**src/rtl/two_point_sensor_calibration_core_assert.svh**
```systemverilog
// ----------------------------------------------------------------------------
// calibration core assertion macros
// implication helpers on clk_i with disable on rst_ni
// ----------------------------------------------------------------------------
`ifndef TWO_POINT_SENSOR_CALIBRATION_CORE_ASSERT_SVH
`define TWO_POINT_SENSOR_CALIBRATION_CORE_ASSERT_SVH

// same-cycle implication
`define TPSC_ASSERT_IMP(lbl, ante, cons, msg) \
  lbl: assert property (@(posedge clk_i) disable iff (!rst_ni) (ante) |-> (cons)) \
    else $error(msg);

// next-cycle implication
`define TPSC_ASSERT_NXT(lbl, ante, cons, msg) \
  lbl: assert property (@(posedge clk_i) disable iff (!rst_ni) (ante) |=> (cons)) \
    else $error(msg);

`endif

```
**src/rtl/tpsc_pkg.sv**
```systemverilog
// ----------------------------------------------------------------------------
// tpsc_pkg
// shared widths, register indexes and controller/datapath interface types
// ----------------------------------------------------------------------------
package tpsc_pkg;

  localparam int REF_T_W    = 10;
  localparam int REF_H_W    = 8;
  localparam int CNT_W      = 16;
  localparam int VAL_W      = 32;
  localparam int FRAC_W     = 5;
  localparam int CFG_IDX_W  = 4;
  localparam int CFG_DATA_W = 16;
  localparam int NUM_REGS   = 8;

  localparam int GAIN_FRAC_BITS_DEF  = 16;
  localparam int TEMP_REF_FRAC_BITS  = 3;
  localparam int HUM_REF_FRAC_BITS   = 1;

  localparam logic CH_TEMP = 1'b0;
  localparam logic CH_HUM  = 1'b1;

  typedef enum logic [CFG_IDX_W-1:0] {
    REG_TEMP_REF_LOW    = 4'd0,
    REG_TEMP_REF_HIGH   = 4'd1,
    REG_TEMP_COUNT_LOW  = 4'd2,
    REG_TEMP_COUNT_HIGH = 4'd3,
    REG_HUM_REF_LOW     = 4'd4,
    REG_HUM_REF_HIGH    = 4'd5,
    REG_HUM_COUNT_LOW   = 4'd6,
    REG_HUM_COUNT_HIGH  = 4'd7
  } tpsc_reg_e;

  typedef struct packed {
    logic load_in;
    logic div_start;
    logic gain_we;
    logic mul_bias;
    logic mul_we;
    logic bias_we;
    logic out_we;
    logic cal_ch;
  } tpsc_cmd_t;

  typedef struct packed {
    logic cfg_hit;
    logic div_done;
  } tpsc_status_t;

endpackage

```
**src/rtl/two_point_sensor_calibration_core.sv**
```systemverilog
// ----------------------------------------------------------------------------
// two_point_sensor_calibration_core
// two-point linear calibration of temperature and humidity counts
// ----------------------------------------------------------------------------
//
//  channel  direction  handshake               payload
//  in       sink       in_valid_i / in_stall_o  channel, report_processed, raw_sample
//  out      source     out_valid_o / out_stall_i channel_out, value, fraction_bits,
//                                              calib_error
//  cfg      sink       cfg_we_i                 cfg_idx_i, cfg_data_i
//
// a sample with valid coefficients goes through accept, multiply and output write
// the first sample after reset or a register write first rederives both channels,
// temperature then humidity, each through the one-bit-per-cycle divider
// reset clears registers and coefficients; the first sample then recalibrates
// the result register lets the next sample in while a result waits; a stalled
// output only holds the block once the following result is ready to be written
//
module two_point_sensor_calibration_core import tpsc_pkg::*; #(
  parameter int GAIN_FRACTION_BITS = GAIN_FRAC_BITS_DEF
) (
  input  logic                  clk_i,
  input  logic                  rst_ni,
  // sample transfer in
  input  logic                  in_valid_i,
  output logic                  in_stall_o,
  input  logic                  channel_i,
  input  logic                  report_processed_i,
  input  logic [CNT_W-1:0]      raw_sample_i,
  // result transfer out
  output logic                  out_valid_o,
  input  logic                  out_stall_i,
  output logic                  channel_out_o,
  output logic [VAL_W-1:0]      value_o,
  output logic [FRAC_W-1:0]     fraction_bits_o,
  output logic                  calib_error_o,
  // register writes
  input  logic                  cfg_we_i,
  input  logic [CFG_IDX_W-1:0]  cfg_idx_i,
  input  logic [CFG_DATA_W-1:0] cfg_data_i
);

  `include "two_point_sensor_calibration_core_assert.svh"

  localparam logic [FRAC_W-1:0] FRAC_T = FRAC_W'(GAIN_FRACTION_BITS + TEMP_REF_FRAC_BITS);
  localparam logic [FRAC_W-1:0] FRAC_H = FRAC_W'(GAIN_FRACTION_BITS + HUM_REF_FRAC_BITS);

  tpsc_cmd_t    cmd_s;
  tpsc_status_t status_s;

  // sequencer: recalibration steps, conversion steps, output valid
  tpsc_ctrl u_ctrl (
    .clk_i       (clk_i),
    .rst_ni      (rst_ni),
    .in_valid_i  (in_valid_i),
    .in_stall_o  (in_stall_o),
    .out_valid_o (out_valid_o),
    .out_stall_i (out_stall_i),
    .status_i    (status_s),
    .cmd_o       (cmd_s)
  );

  // registers, divider, shared multiplier and result register
  tpsc_datapath #(
    .GAIN_FRACTION_BITS (GAIN_FRACTION_BITS)
  ) u_datapath (
    .clk_i              (clk_i),
    .rst_ni             (rst_ni),
    .cmd_i              (cmd_s),
    .status_o           (status_s),
    .cfg_we_i           (cfg_we_i),
    .cfg_idx_i          (cfg_idx_i),
    .cfg_data_i         (cfg_data_i),
    .channel_i          (channel_i),
    .report_processed_i (report_processed_i),
    .raw_sample_i       (raw_sample_i),
    .channel_out_o      (channel_out_o),
    .value_o            (value_o),
    .fraction_bits_o    (fraction_bits_o),
    .calib_error_o      (calib_error_o)
  );

  // an accepted sample keeps the input closed while it is worked on
  `TPSC_ASSERT_NXT(a_busy_after_accept, in_valid_i && !in_stall_o, in_stall_o, "accept not followed by busy")
  // divider only finishes inside a sample's recalibration
  `TPSC_ASSERT_IMP(a_div_while_busy, status_s.div_done, in_stall_o, "divider done while idle")
  // a waiting result is never overwritten
  `TPSC_ASSERT_IMP(a_no_overwrite, cmd_s.out_we, !(out_valid_o && out_stall_i), "result overwritten")
  // fraction bit count is one of the three legal values
  `TPSC_ASSERT_IMP(a_frac_legal, out_valid_o, fraction_bits_o == '0 || fraction_bits_o == FRAC_T || fraction_bits_o == FRAC_H, "bad fraction bits")

endmodule

```
**src/rtl/tpsc_div.sv**
```systemverilog
// ----------------------------------------------------------------------------
// tpsc_div
// restoring unsigned divider, one quotient bit per cycle
// ----------------------------------------------------------------------------
module tpsc_div #(
  parameter int DVD_W = 26,
  parameter int DVS_W = 16
) (
  input  logic             clk_i,
  input  logic             rst_ni,
  input  logic             start_i,
  input  logic [DVD_W-1:0] dividend_i,
  input  logic [DVS_W-1:0] divisor_i,
  output logic             done_o,
  output logic [DVD_W-1:0] quotient_o
);

  localparam int CNT_BITS = $clog2(DVD_W + 1);

  logic [DVS_W:0]    rem_q, rem_d;
  logic [DVD_W-1:0]  quo_q, quo_d;
  logic [DVS_W-1:0]  dvs_q, dvs_d;
  logic [CNT_BITS-1:0] cnt_q, cnt_d;
  logic              busy_q, busy_d;
  logic              done_q, done_d;

  logic [DVS_W:0]    shifted;
  logic [DVS_W+1:0]  diff;
  logic              borrow;

  assign shifted = {rem_q[DVS_W-1:0], quo_q[DVD_W-1]};
  assign diff    = {1'b0, shifted} - {2'b00, dvs_q};
  assign borrow  = diff[DVS_W+1];

  always_comb begin
    rem_d  = rem_q;
    quo_d  = quo_q;
    dvs_d  = dvs_q;
    cnt_d  = cnt_q;
    busy_d = busy_q;
    done_d = 1'b0;
    if (start_i) begin
      rem_d  = '0;
      quo_d  = dividend_i;
      dvs_d  = divisor_i;
      cnt_d  = CNT_BITS'(DVD_W);
      busy_d = 1'b1;
    end else if (busy_q) begin
      rem_d = borrow ? shifted : diff[DVS_W:0];
      quo_d = {quo_q[DVD_W-2:0], ~borrow};
      cnt_d = cnt_q - 1'b1;
      if (cnt_q == CNT_BITS'(1)) begin
        busy_d = 1'b0;
        done_d = 1'b1;
      end
    end
  end

  always_ff @(posedge clk_i or negedge rst_ni) begin
    if (!rst_ni) begin
      cnt_q  <= '0;
      busy_q <= 1'b0;
      done_q <= 1'b0;
    end else begin
      cnt_q  <= cnt_d;
      busy_q <= busy_d;
      done_q <= done_d;
    end
  end

  always_ff @(posedge clk_i) begin
    rem_q <= rem_d;
    quo_q <= quo_d;
    dvs_q <= dvs_d;
  end

  assign done_o     = done_q;
  assign quotient_o = quo_q;

endmodule

```
**src/rtl/tpsc_datapath.sv**
```systemverilog
// ----------------------------------------------------------------------------
// tpsc_datapath
// calibration registers, coefficient storage, shared multiplier and output
// ----------------------------------------------------------------------------
module tpsc_datapath import tpsc_pkg::*; #(
  parameter int GAIN_FRACTION_BITS = GAIN_FRAC_BITS_DEF
) (
  input  logic                  clk_i,
  input  logic                  rst_ni,
  input  tpsc_cmd_t             cmd_i,
  output tpsc_status_t          status_o,
  input  logic                  cfg_we_i,
  input  logic [CFG_IDX_W-1:0]  cfg_idx_i,
  input  logic [CFG_DATA_W-1:0] cfg_data_i,
  input  logic                  channel_i,
  input  logic                  report_processed_i,
  input  logic [CNT_W-1:0]      raw_sample_i,
  output logic                  channel_out_o,
  output logic [VAL_W-1:0]      value_o,
  output logic [FRAC_W-1:0]     fraction_bits_o,
  output logic                  calib_error_o
);

  localparam int DVD_W = REF_T_W + GAIN_FRACTION_BITS;
  localparam logic [FRAC_W-1:0] FRAC_T = FRAC_W'(GAIN_FRACTION_BITS + TEMP_REF_FRAC_BITS);
  localparam logic [FRAC_W-1:0] FRAC_H = FRAC_W'(GAIN_FRACTION_BITS + HUM_REF_FRAC_BITS);

  // configuration registers
  logic [REF_T_W-1:0] t_ref_lo_q, t_ref_hi_q;
  logic [REF_H_W-1:0] h_ref_lo_q, h_ref_hi_q;
  logic [CNT_W-1:0]   t_cnt_lo_q, t_cnt_hi_q, h_cnt_lo_q, h_cnt_hi_q;

  // coefficients
  logic [VAL_W-1:0] t_gain_q, h_gain_q, t_bias_q, h_bias_q;

  // captured sample
  logic             ch_q, proc_q;
  logic [CNT_W-1:0] raw_q;

  logic [VAL_W-1:0] prod_q;

  logic [VAL_W-1:0]  value_q;
  logic              ch_out_q, err_q;
  logic [FRAC_W-1:0] frac_q;

  // selection for the channel being calibrated
  logic [REF_T_W-1:0] ref0, ref1;
  logic [CNT_W-1:0]   cnt0, cnt1;
  logic [REF_T_W:0]   rdiff;
  logic [REF_T_W-1:0] rmag;
  logic [CNT_W:0]     ddiff;
  logic [CNT_W-1:0]   dmag;
  logic               den_zero, q_neg;
  logic [DVD_W-1:0]   quotient;
  logic               div_done;
  logic [VAL_W-1:0]   q_ext, gain_new, bias_new;

  logic signed [CNT_W-1:0] mul_a;
  logic signed [VAL_W-1:0] mul_g;
  logic signed [VAL_W-1:0] prod_full;
  logic                    mul_ch;

  logic [VAL_W-1:0] ref0_sh, sel_bias, value_new;
  logic             err_new;

  assign status_o.cfg_hit  = cfg_we_i && (cfg_idx_i < CFG_IDX_W'(NUM_REGS));
  assign status_o.div_done = div_done;

  always_ff @(posedge clk_i or negedge rst_ni) begin
    if (!rst_ni) begin
      t_ref_lo_q <= '0;
      t_ref_hi_q <= '0;
      t_cnt_lo_q <= '0;
      t_cnt_hi_q <= '0;
      h_ref_lo_q <= '0;
      h_ref_hi_q <= '0;
      h_cnt_lo_q <= '0;
      h_cnt_hi_q <= '0;
      t_gain_q   <= '0;
      h_gain_q   <= '0;
      t_bias_q   <= '0;
      h_bias_q   <= '0;
    end else begin
      if (cfg_we_i) begin
        case (tpsc_reg_e'(cfg_idx_i))
          REG_TEMP_REF_LOW:    t_ref_lo_q <= cfg_data_i[REF_T_W-1:0];
          REG_TEMP_REF_HIGH:   t_ref_hi_q <= cfg_data_i[REF_T_W-1:0];
          REG_TEMP_COUNT_LOW:  t_cnt_lo_q <= cfg_data_i[CNT_W-1:0];
          REG_TEMP_COUNT_HIGH: t_cnt_hi_q <= cfg_data_i[CNT_W-1:0];
          REG_HUM_REF_LOW:     h_ref_lo_q <= cfg_data_i[REF_H_W-1:0];
          REG_HUM_REF_HIGH:    h_ref_hi_q <= cfg_data_i[REF_H_W-1:0];
          REG_HUM_COUNT_LOW:   h_cnt_lo_q <= cfg_data_i[CNT_W-1:0];
          REG_HUM_COUNT_HIGH:  h_cnt_hi_q <= cfg_data_i[CNT_W-1:0];
          default: ;
        endcase
      end
      if (cmd_i.gain_we) begin
        if (cmd_i.cal_ch == CH_HUM) h_gain_q <= gain_new;
        else                        t_gain_q <= gain_new;
      end
      if (cmd_i.bias_we) begin
        if (cmd_i.cal_ch == CH_HUM) h_bias_q <= bias_new;
        else                        t_bias_q <= bias_new;
      end
    end
  end

  // operands of the channel under calibration
  always_comb begin
    if (cmd_i.cal_ch == CH_HUM) begin
      ref0 = {{(REF_T_W-REF_H_W){1'b0}}, h_ref_lo_q};
      ref1 = {{(REF_T_W-REF_H_W){1'b0}}, h_ref_hi_q};
      cnt0 = h_cnt_lo_q;
      cnt1 = h_cnt_hi_q;
    end else begin
      ref0 = t_ref_lo_q;
      ref1 = t_ref_hi_q;
      cnt0 = t_cnt_lo_q;
      cnt1 = t_cnt_hi_q;
    end
  end

  // sign and magnitude split for the unsigned divider
  assign rdiff    = {1'b0, ref1} - {1'b0, ref0};
  assign rmag     = rdiff[REF_T_W] ? REF_T_W'(-rdiff) : rdiff[REF_T_W-1:0];
  assign ddiff    = {cnt1[CNT_W-1], cnt1} - {cnt0[CNT_W-1], cnt0};
  assign dmag     = ddiff[CNT_W] ? CNT_W'(-ddiff) : ddiff[CNT_W-1:0];
  assign den_zero = (ddiff == '0);
  assign q_neg    = rdiff[REF_T_W] ^ ddiff[CNT_W];

  tpsc_div #(
    .DVD_W (DVD_W),
    .DVS_W (CNT_W)
  ) u_div (
    .clk_i      (clk_i),
    .rst_ni     (rst_ni),
    .start_i    (cmd_i.div_start),
    .dividend_i ({rmag, {GAIN_FRACTION_BITS{1'b0}}}),
    .divisor_i  (dmag),
    .done_o     (div_done),
    .quotient_o (quotient)
  );

  assign q_ext    = {{(VAL_W-DVD_W){1'b0}}, quotient};
  assign gain_new = den_zero ? '0 : (q_neg ? (~q_ext + 1'b1) : q_ext);

  // shared multiplier: count_low * gain for bias, raw * gain for the value
  // only the low word is kept, so a signed 32-bit product wraps as needed
  assign mul_ch    = cmd_i.mul_bias ? cmd_i.cal_ch : ch_q;
  assign mul_a     = cmd_i.mul_bias ? cnt0 : raw_q;
  assign mul_g     = (mul_ch == CH_HUM) ? h_gain_q : t_gain_q;
  assign prod_full = VAL_W'(mul_a) * mul_g;

  assign ref0_sh  = {{(VAL_W-REF_T_W){1'b0}}, ref0} << GAIN_FRACTION_BITS;
  assign bias_new = ref0_sh - prod_q;

  always_ff @(posedge clk_i) begin
    if (cmd_i.load_in) begin
      ch_q   <= channel_i;
      proc_q <= report_processed_i;
      raw_q  <= raw_sample_i;
    end
    if (cmd_i.mul_we) begin
      prod_q <= prod_full;
    end
    if (cmd_i.out_we) begin
      ch_out_q <= ch_q;
      value_q  <= value_new;
      frac_q   <= proc_q ? ((ch_q == CH_HUM) ? FRAC_H : FRAC_T) : '0;
      err_q    <= err_new;
    end
  end

  assign sel_bias  = (ch_q == CH_HUM) ? h_bias_q : t_bias_q;
  assign value_new = proc_q ? (sel_bias + prod_q) : {{(VAL_W-CNT_W){raw_q[CNT_W-1]}}, raw_q};
  assign err_new   = (ch_q == CH_HUM) ? (h_cnt_lo_q == h_cnt_hi_q) : (t_cnt_lo_q == t_cnt_hi_q);

  assign channel_out_o   = ch_out_q;
  assign value_o         = value_q;
  assign fraction_bits_o = frac_q;
  assign calib_error_o   = err_q;

endmodule

```
**src/rtl/tpsc_ctrl.sv**
```systemverilog
// ----------------------------------------------------------------------------
// tpsc_ctrl
// sequencer for recalibration, sample conversion and output handshake
// ----------------------------------------------------------------------------
module tpsc_ctrl import tpsc_pkg::*; (
  input  logic         clk_i,
  input  logic         rst_ni,
  input  logic         in_valid_i,
  output logic         in_stall_o,
  output logic         out_valid_o,
  input  logic         out_stall_i,
  input  tpsc_status_t status_i,
  output tpsc_cmd_t    cmd_o
);

  typedef enum logic [6:0] {
    ST_IDLE = 7'b0000001,
    ST_LOAD = 7'b0000010,
    ST_DIV  = 7'b0000100,
    ST_BMUL = 7'b0001000,
    ST_BADD = 7'b0010000,
    ST_VMUL = 7'b0100000,
    ST_VOUT = 7'b1000000
  } tpsc_state_e;

  tpsc_state_e state_q, state_d;
  logic        cal_ch_q, cal_ch_d;
  logic        coef_valid_q, coef_valid_d;
  logic        out_valid_q, out_valid_d;

  always_comb begin
    state_d      = state_q;
    cal_ch_d     = cal_ch_q;
    coef_valid_d = coef_valid_q;
    cmd_o        = '0;
    cmd_o.cal_ch = cal_ch_q;
    case (state_q)
      ST_IDLE: begin
        if (in_valid_i) begin
          cmd_o.load_in = 1'b1;
          cal_ch_d      = CH_TEMP;
          state_d       = coef_valid_q ? ST_VMUL : ST_LOAD;
        end
      end
      ST_LOAD: begin
        cmd_o.div_start = 1'b1;
        state_d         = ST_DIV;
      end
      ST_DIV: begin
        if (status_i.div_done) begin
          cmd_o.gain_we = 1'b1;
          state_d       = ST_BMUL;
        end
      end
      ST_BMUL: begin
        cmd_o.mul_bias = 1'b1;
        cmd_o.mul_we   = 1'b1;
        state_d        = ST_BADD;
      end
      ST_BADD: begin
        cmd_o.bias_we = 1'b1;
        if (cal_ch_q == CH_TEMP) begin
          cal_ch_d = CH_HUM;
          state_d  = ST_LOAD;
        end else begin
          coef_valid_d = 1'b1;
          state_d      = ST_VMUL;
        end
      end
      ST_VMUL: begin
        cmd_o.mul_we = 1'b1;
        state_d      = ST_VOUT;
      end
      ST_VOUT: begin
        if (!out_valid_q || !out_stall_i) begin
          cmd_o.out_we = 1'b1;
          state_d      = ST_IDLE;
        end
      end
      default: begin
        state_d = ST_IDLE;
      end
    endcase
    // any register write invalidates the coefficients
    if (status_i.cfg_hit) coef_valid_d = 1'b0;
  end

  always_comb begin
    out_valid_d = out_valid_q;
    if (cmd_o.out_we)                    out_valid_d = 1'b1;
    else if (out_valid_q && !out_stall_i) out_valid_d = 1'b0;
  end

  always_ff @(posedge clk_i or negedge rst_ni) begin
    if (!rst_ni) begin
      state_q      <= ST_IDLE;
      cal_ch_q     <= CH_TEMP;
      coef_valid_q <= 1'b0;
      out_valid_q  <= 1'b0;
    end else begin
      state_q      <= state_d;
      cal_ch_q     <= cal_ch_d;
      coef_valid_q <= coef_valid_d;
      out_valid_q  <= out_valid_d;
    end
  end

  assign in_stall_o  = (state_q != ST_IDLE);
  assign out_valid_o = out_valid_q;

endmodule

```
**config.mk**
```make
export PLATFORM = sky130hd
export DESIGN_NAME = two_point_sensor_calibration_core
export DESIGN_NICKNAME = d
export VERILOG_FILES = /design/src/rtl/tpsc_pkg.sv /design/src/rtl/two_point_sensor_calibration_core.sv /design/src/rtl/tpsc_div.sv /design/src/rtl/tpsc_datapath.sv /design/src/rtl/tpsc_ctrl.sv
export VERILOG_INCLUDE_DIRS = /design/src /design/src/rtl
export SDC_FILE = /design/constraint.sdc
export NUM_CORES = 2
export LEC_CHECK = 0
export BUFFER_PORTS_ARGS = -buffer_cell sky130_fd_sc_hd__buf_2
export CAP_MARGIN = 20
export CELL_PAD_IN_SITES_DETAIL_PLACEMENT = 1
export CELL_PAD_IN_SITES_GLOBAL_PLACEMENT = 2
export CORE_UTILIZATION = 46
export CTS_CLUSTER_SIZE = 14
export DETAILED_ROUTE_END_ITERATION = 8
export PLACE_DENSITY = 0.9
export SYNTH_ARGS = -nofsm -noshare
export SYNTH_HDL_FRONTEND = slang
export SYNTH_HIERARCHICAL = 1
export SYNTH_SLANG_ARGS = --single-unit
```
**constraint.sdc**
```tcl
create_clock -name clk_i -period 18.16 [get_ports clk_i]
set_input_delay 1.816 -clock clk_i [delete_from_list [all_inputs] [get_ports clk_i]]
set_output_delay 1.816 -clock clk_i [all_outputs]
set_load 0.005 [all_outputs]
```
==> flow_summary.json <==
{
  "final_min_period_over_clock_period_pct": 55.54,
  "setup_viol": 0,
  "worst-setup-path-type": "register to register",
  "power.density_cell_area_nw_per_um2": 108.2,
  "finalCriticalPeriod_ps": 10090,
  "holdWs_ps": 478.0,
  "cts_buffers": 46,
  "grt_pass1_vias": 28160,
  "ant_nets": 0,
  "count_of_synthesis_stage_warnings_from_yosys": 6,
  "yosys.cell_count.top_type": "sky130_fd_sc_hd__inv_1",
  "post_synth_inst_count": 3474,
  "gp_congestion": 0.9022,
  "yosys_reg_bits": 389,
  "post_synth_instance_area_um2": 33740,
  "route.detailed.wl_per_inst_um": 22.72,
  "timing.critical_path.arrival_ps": 10410,
  "synth.top_cell.area_share_pct": 18.27,
  "detail_route.vias_per_cell": 5.621,
  "post-layout-total-power_w": 0.003977,
  "clock_pin_slew_reported_for_the_worst_setup_and_hold_paths_after_clock_tree_synthesis_ps": 60,
  "port-buffer-count": 81,
  "timing.reg2reg.worst_path_depth": 29,
  "floorplan.die_area_um2": 74440,
  "cell_types_with_the_largest_area_share_after_synthesis": "sky130_fd_sc_hd__fa_1 18%, sky130_fd_sc_hd__dfrtp_1 18%, sky130_fd_sc_hd__edfxtp_1 11%, sky130_fd_sc_hd__mux2_2 7.4%, sky130_fd_sc_hd__ha_1 6.7%",
  "initial_antenna_violation_count": 2,
  "worstReg2RegStart": "u_ctrl/state_q[4]$_DFFE_PN0P_",
  "crit_path_max_fanout": 55,
  "timing.critical_path.slowest_stage_cell": "sky130_fd_sc_hd__mux2i_1",
  "design_area_um2": 36740,
  "irDropWorstVdd_mv": 0.1172,
  "ys_dominant_reg_cell": "sky130_fd_sc_hd__dfrtp_1",
  "layout.nets": 4063,
  "outcome": "finished clean",
  "placement.cell_area_um2": 35230,
  "drv.max_cap_violation_count": 0,
  "antenna_cells": 0,
  "drv_slew": 0,
  "asyncSetResetFlopFracSynth_pct": 62.98,
  "slew_headroom_pct": 21.65,
  "drt-initial-drc-count": 1434,
  "grt_overflow": 0,
  "number_of_distinct_library_cell_variants_in_the_gate_level_netlist_after_synthesis": 97,
  "cts-root-to-sink-buffers": 3,
  "setup_tns_ps": 0,
  "floorplan.initialDensity_pct": 46.88,
  "cts.repair_timing.setup_buffer_count": 0,
  "synth-edff-count": 128,
  "worstSkewPairLatency_ps": 610,
  "placementRows": 98,
  "routed_wl_um": 102600,
  "finalHoldViolCount": 0,
  "clkSinkCount": 389,
  "postCtsResizedCells": 0,
  "place_hpwl_um": 80060,
  "total_via_count_after_detailed_routing": 25400,
  "h-tree-depth": 2,
  "timing.critical_path.from_type": "register",
  "tritoncts_clock_tree": "done",
  "grt_first_pass_wirelength_um": 161400,
  "p_sw_w": 0.001646,
  "cts_root_buffer": "sky130_fd_sc_hd__clkbuf_16",
  "fp.coreArea_um2": 71980,
  "worst_setup_slack_after_placement_ps": 8121,
  "area.growth.synth_to_final_pct": 8.892,
  "max_stage_delay_ps": 870,
  "floorplan.io_pins": 84,
  "grt_max_degree": 99,
  "synth_sequential_area_ratio_pct": 30.51,
  "worst_hold_path_type": "register to register",
  "globalRouteTotalUtil_pct": 28.18,
  "drive_above_1_share_pct": 13.20,
  "first_pass_iters": 5,
  "post-route-worst-setup-slack_ps": 8074,
  "switching_part_of_the_total_power_pct": 41.40,
  "critPathLaunch": "u_ctrl/state_q[4]$_DFFE_PN0P_",
  "ys_top_cells_by_count": "466 x sky130_fd_sc_hd__inv_1, 459 x sky130_fd_sc_hd__nand2_1, 308 x sky130_fd_sc_hd__fa_1",
  "p_leak_nw": 16.77,
  "hold-path-cell-count": 2,
  "power.clock.fraction_pct": 22.9,
  "combinationalPowerShare_pct": 45.7,
  "fmax_mhz": 99.15,
  "seq_power_share_pct": 31.5,
  "internal_power_w": 0.002330,
  "worst_hold_startpoint": "u_datapath/t_bias_q[26]$_DFFE_PN0P_",
  "final_setup_skew_ps": 30.64,
  "critical_path.endpoint_type": "register",
  "synth_area_per_cell_um2": 9.713,
  "cp_data_required_time_ps": 18480,
  "die_h_um": 272.8,
  "postCtsHoldBufs": 0,
  "die_w_um": 272.8,
  "drc_errors": 0,
  "grt_setup_unrepaired": "no",
  "worst_margin_slew_ps": 1175,
  "synth_area_leader_cell": "sky130_fd_sc_hd__fa_1",
  "critical_path.most_common_cell": "sky130_fd_sc_hd__fa_1"
}
==> layer usage <==
| layer | vias up | global-route usage [%] | wire [um] |
|---|---|---|---|
| li1 | 11560 | - | - |
| met1 | 13030 | 37.09 | 44960 |
| met2 | 607 | 47.87 | 49190 |
| met3 | 198 | 3.110 | 4514 |
| met4 | 2 | 10.26 | 3955 |
| met5 | - | 0 | 13 |
==> area by class of cell <==
cell class / instances / area (um^2)
Fill cell: 8167 / 35230
Multi-Input combinational cell: 2507 / 21310
Sequential cell: 389 / 10300
Inverter: 467 / 1753
Clock buffer: 69 / 1289
Tap cell: 950 / 1189
Timing Repair Buffer: 120 / 745.7
Clock inverter: 16 / 162.7
==> through the flow <==
step,instances,utilization (%)
final,4518,51.05
after global routing,4518,51.05
after detailed placement,4430,48.95
after CTS,4515,50.97
after floorplan,3491,-
after global placement,4430,48.95
==> power by group through the flow <==
stage / registers, W / clock network [W] / logic (W)
6_report: 0.00125 / 0.000909 / 0.00182
4_1_cts: 0.00125 / 0.000932 / 0.00181
5_1_grt: 0.00127 / 0.000960 / 0.00198
2_1_floorplan: 0.00120 / 0 / 0.00129
3_3_place_gp: 0.00125 / 0 / 0.00171
3_5_place_dp: 0.00126 / 0 / 0.00179
==> final timing paths <==
kind | slack, ps | to
worst max-delay path | 8070 | u_datapath/prod_q[31]$_DFFE_PP_
worst min-delay path | 480 | u_datapath/t_bias_q[26]$_DFFE_PN0P_
worst max register to register | 8070 | u_datapath/prod_q[31]$_DFFE_PP_
worst min register to register | 480 | u_datapath/t_bias_q[26]$_DFFE_PN0P_
max in group asynchronous | 15380 | u_datapath/h_bias_q[28]$_DFFE_PN0P_
min in group asynchronous | 1220 | u_datapath/t_cnt_hi_q[5]$_DFFE_PN0P_
==> sequential cells by signal (all words and copies together), names as in the netlist, 2 cells and up <==
signal / flops
u_datapath/u_div/rem_q: 16
u_ctrl/state_q: 7
u_datapath/t_ref_hi_q: 10
u_datapath/h_cnt_lo_q: 16
u_datapath/t_cnt_hi_q: 16
u_datapath/t_gain_q: 32
u_datapath/u_div/cnt_q: 5
u_datapath/h_ref_hi_q: 8
u_datapath/value_o: 32
u_datapath/h_bias_q: 32
u_datapath/raw_q: 16
u_datapath/t_cnt_lo_q: 16
u_datapath/t_bias_q: 32
u_datapath/h_ref_lo_q: 8
u_datapath/fraction_bits_o: 2
u_datapath/u_div/dvs_q: 16
u_datapath/h_gain_q: 32
u_datapath/t_ref_lo_q: 10
u_datapath/prod_q: 32
u_datapath/u_div/quotient_o: 26
u_datapath/h_cnt_hi_q: 16
==> logic make-up after synthesis <==
| kind of cell | after synthesis | synth area share (%) |
|---|---|---|
| multiplexers | 280 | 9.144 |
| other | 1 | 0.01111 |
| buffers and inverters | 595 | 6.926 |
| AO/OA/AOI/OAI | 496 | 9.518 |
| AND/OR/NAND/NOR | 1012 | 13.40 |
| adder cells (fa/ha/maj) | 489 | 24.98 |
| flip-flops | 389 | 30.51 |
| XOR/XNOR | 212 | 5.503 |
==> cells in the final DEF (no fill, tap or decap), drive strengths merged, types with 22 or more instances in the layout <==
master,count
a21o,56
a21oi,96
buf,120
clkbuf,69
dfrtp,244
edfxtp,128
fa,308
ha,181
inv,467
mux2,223
mux2i,57
nand2,460
nand2b,22
nand3,33
nor2,298
nor2b,27
nor3,37
o21a,22
o21ai,176
xnor2,144
xor2,68
==> worst max-delay path: cells and delay by family, from the launching register on <==
kind | cells | cell delay, ps
AOI/OAI and AO/OA | 7 | 2130
xor gates and xnor gates | 1 | 150
adders and majority gates | 7 | 3420
buffers and inverters | 6 | 1370
DFF | 1 | 470
muxes | 2 | 1170
and+or+nand+nor | 6 | 1050
(Power assumes the default switching activity.)
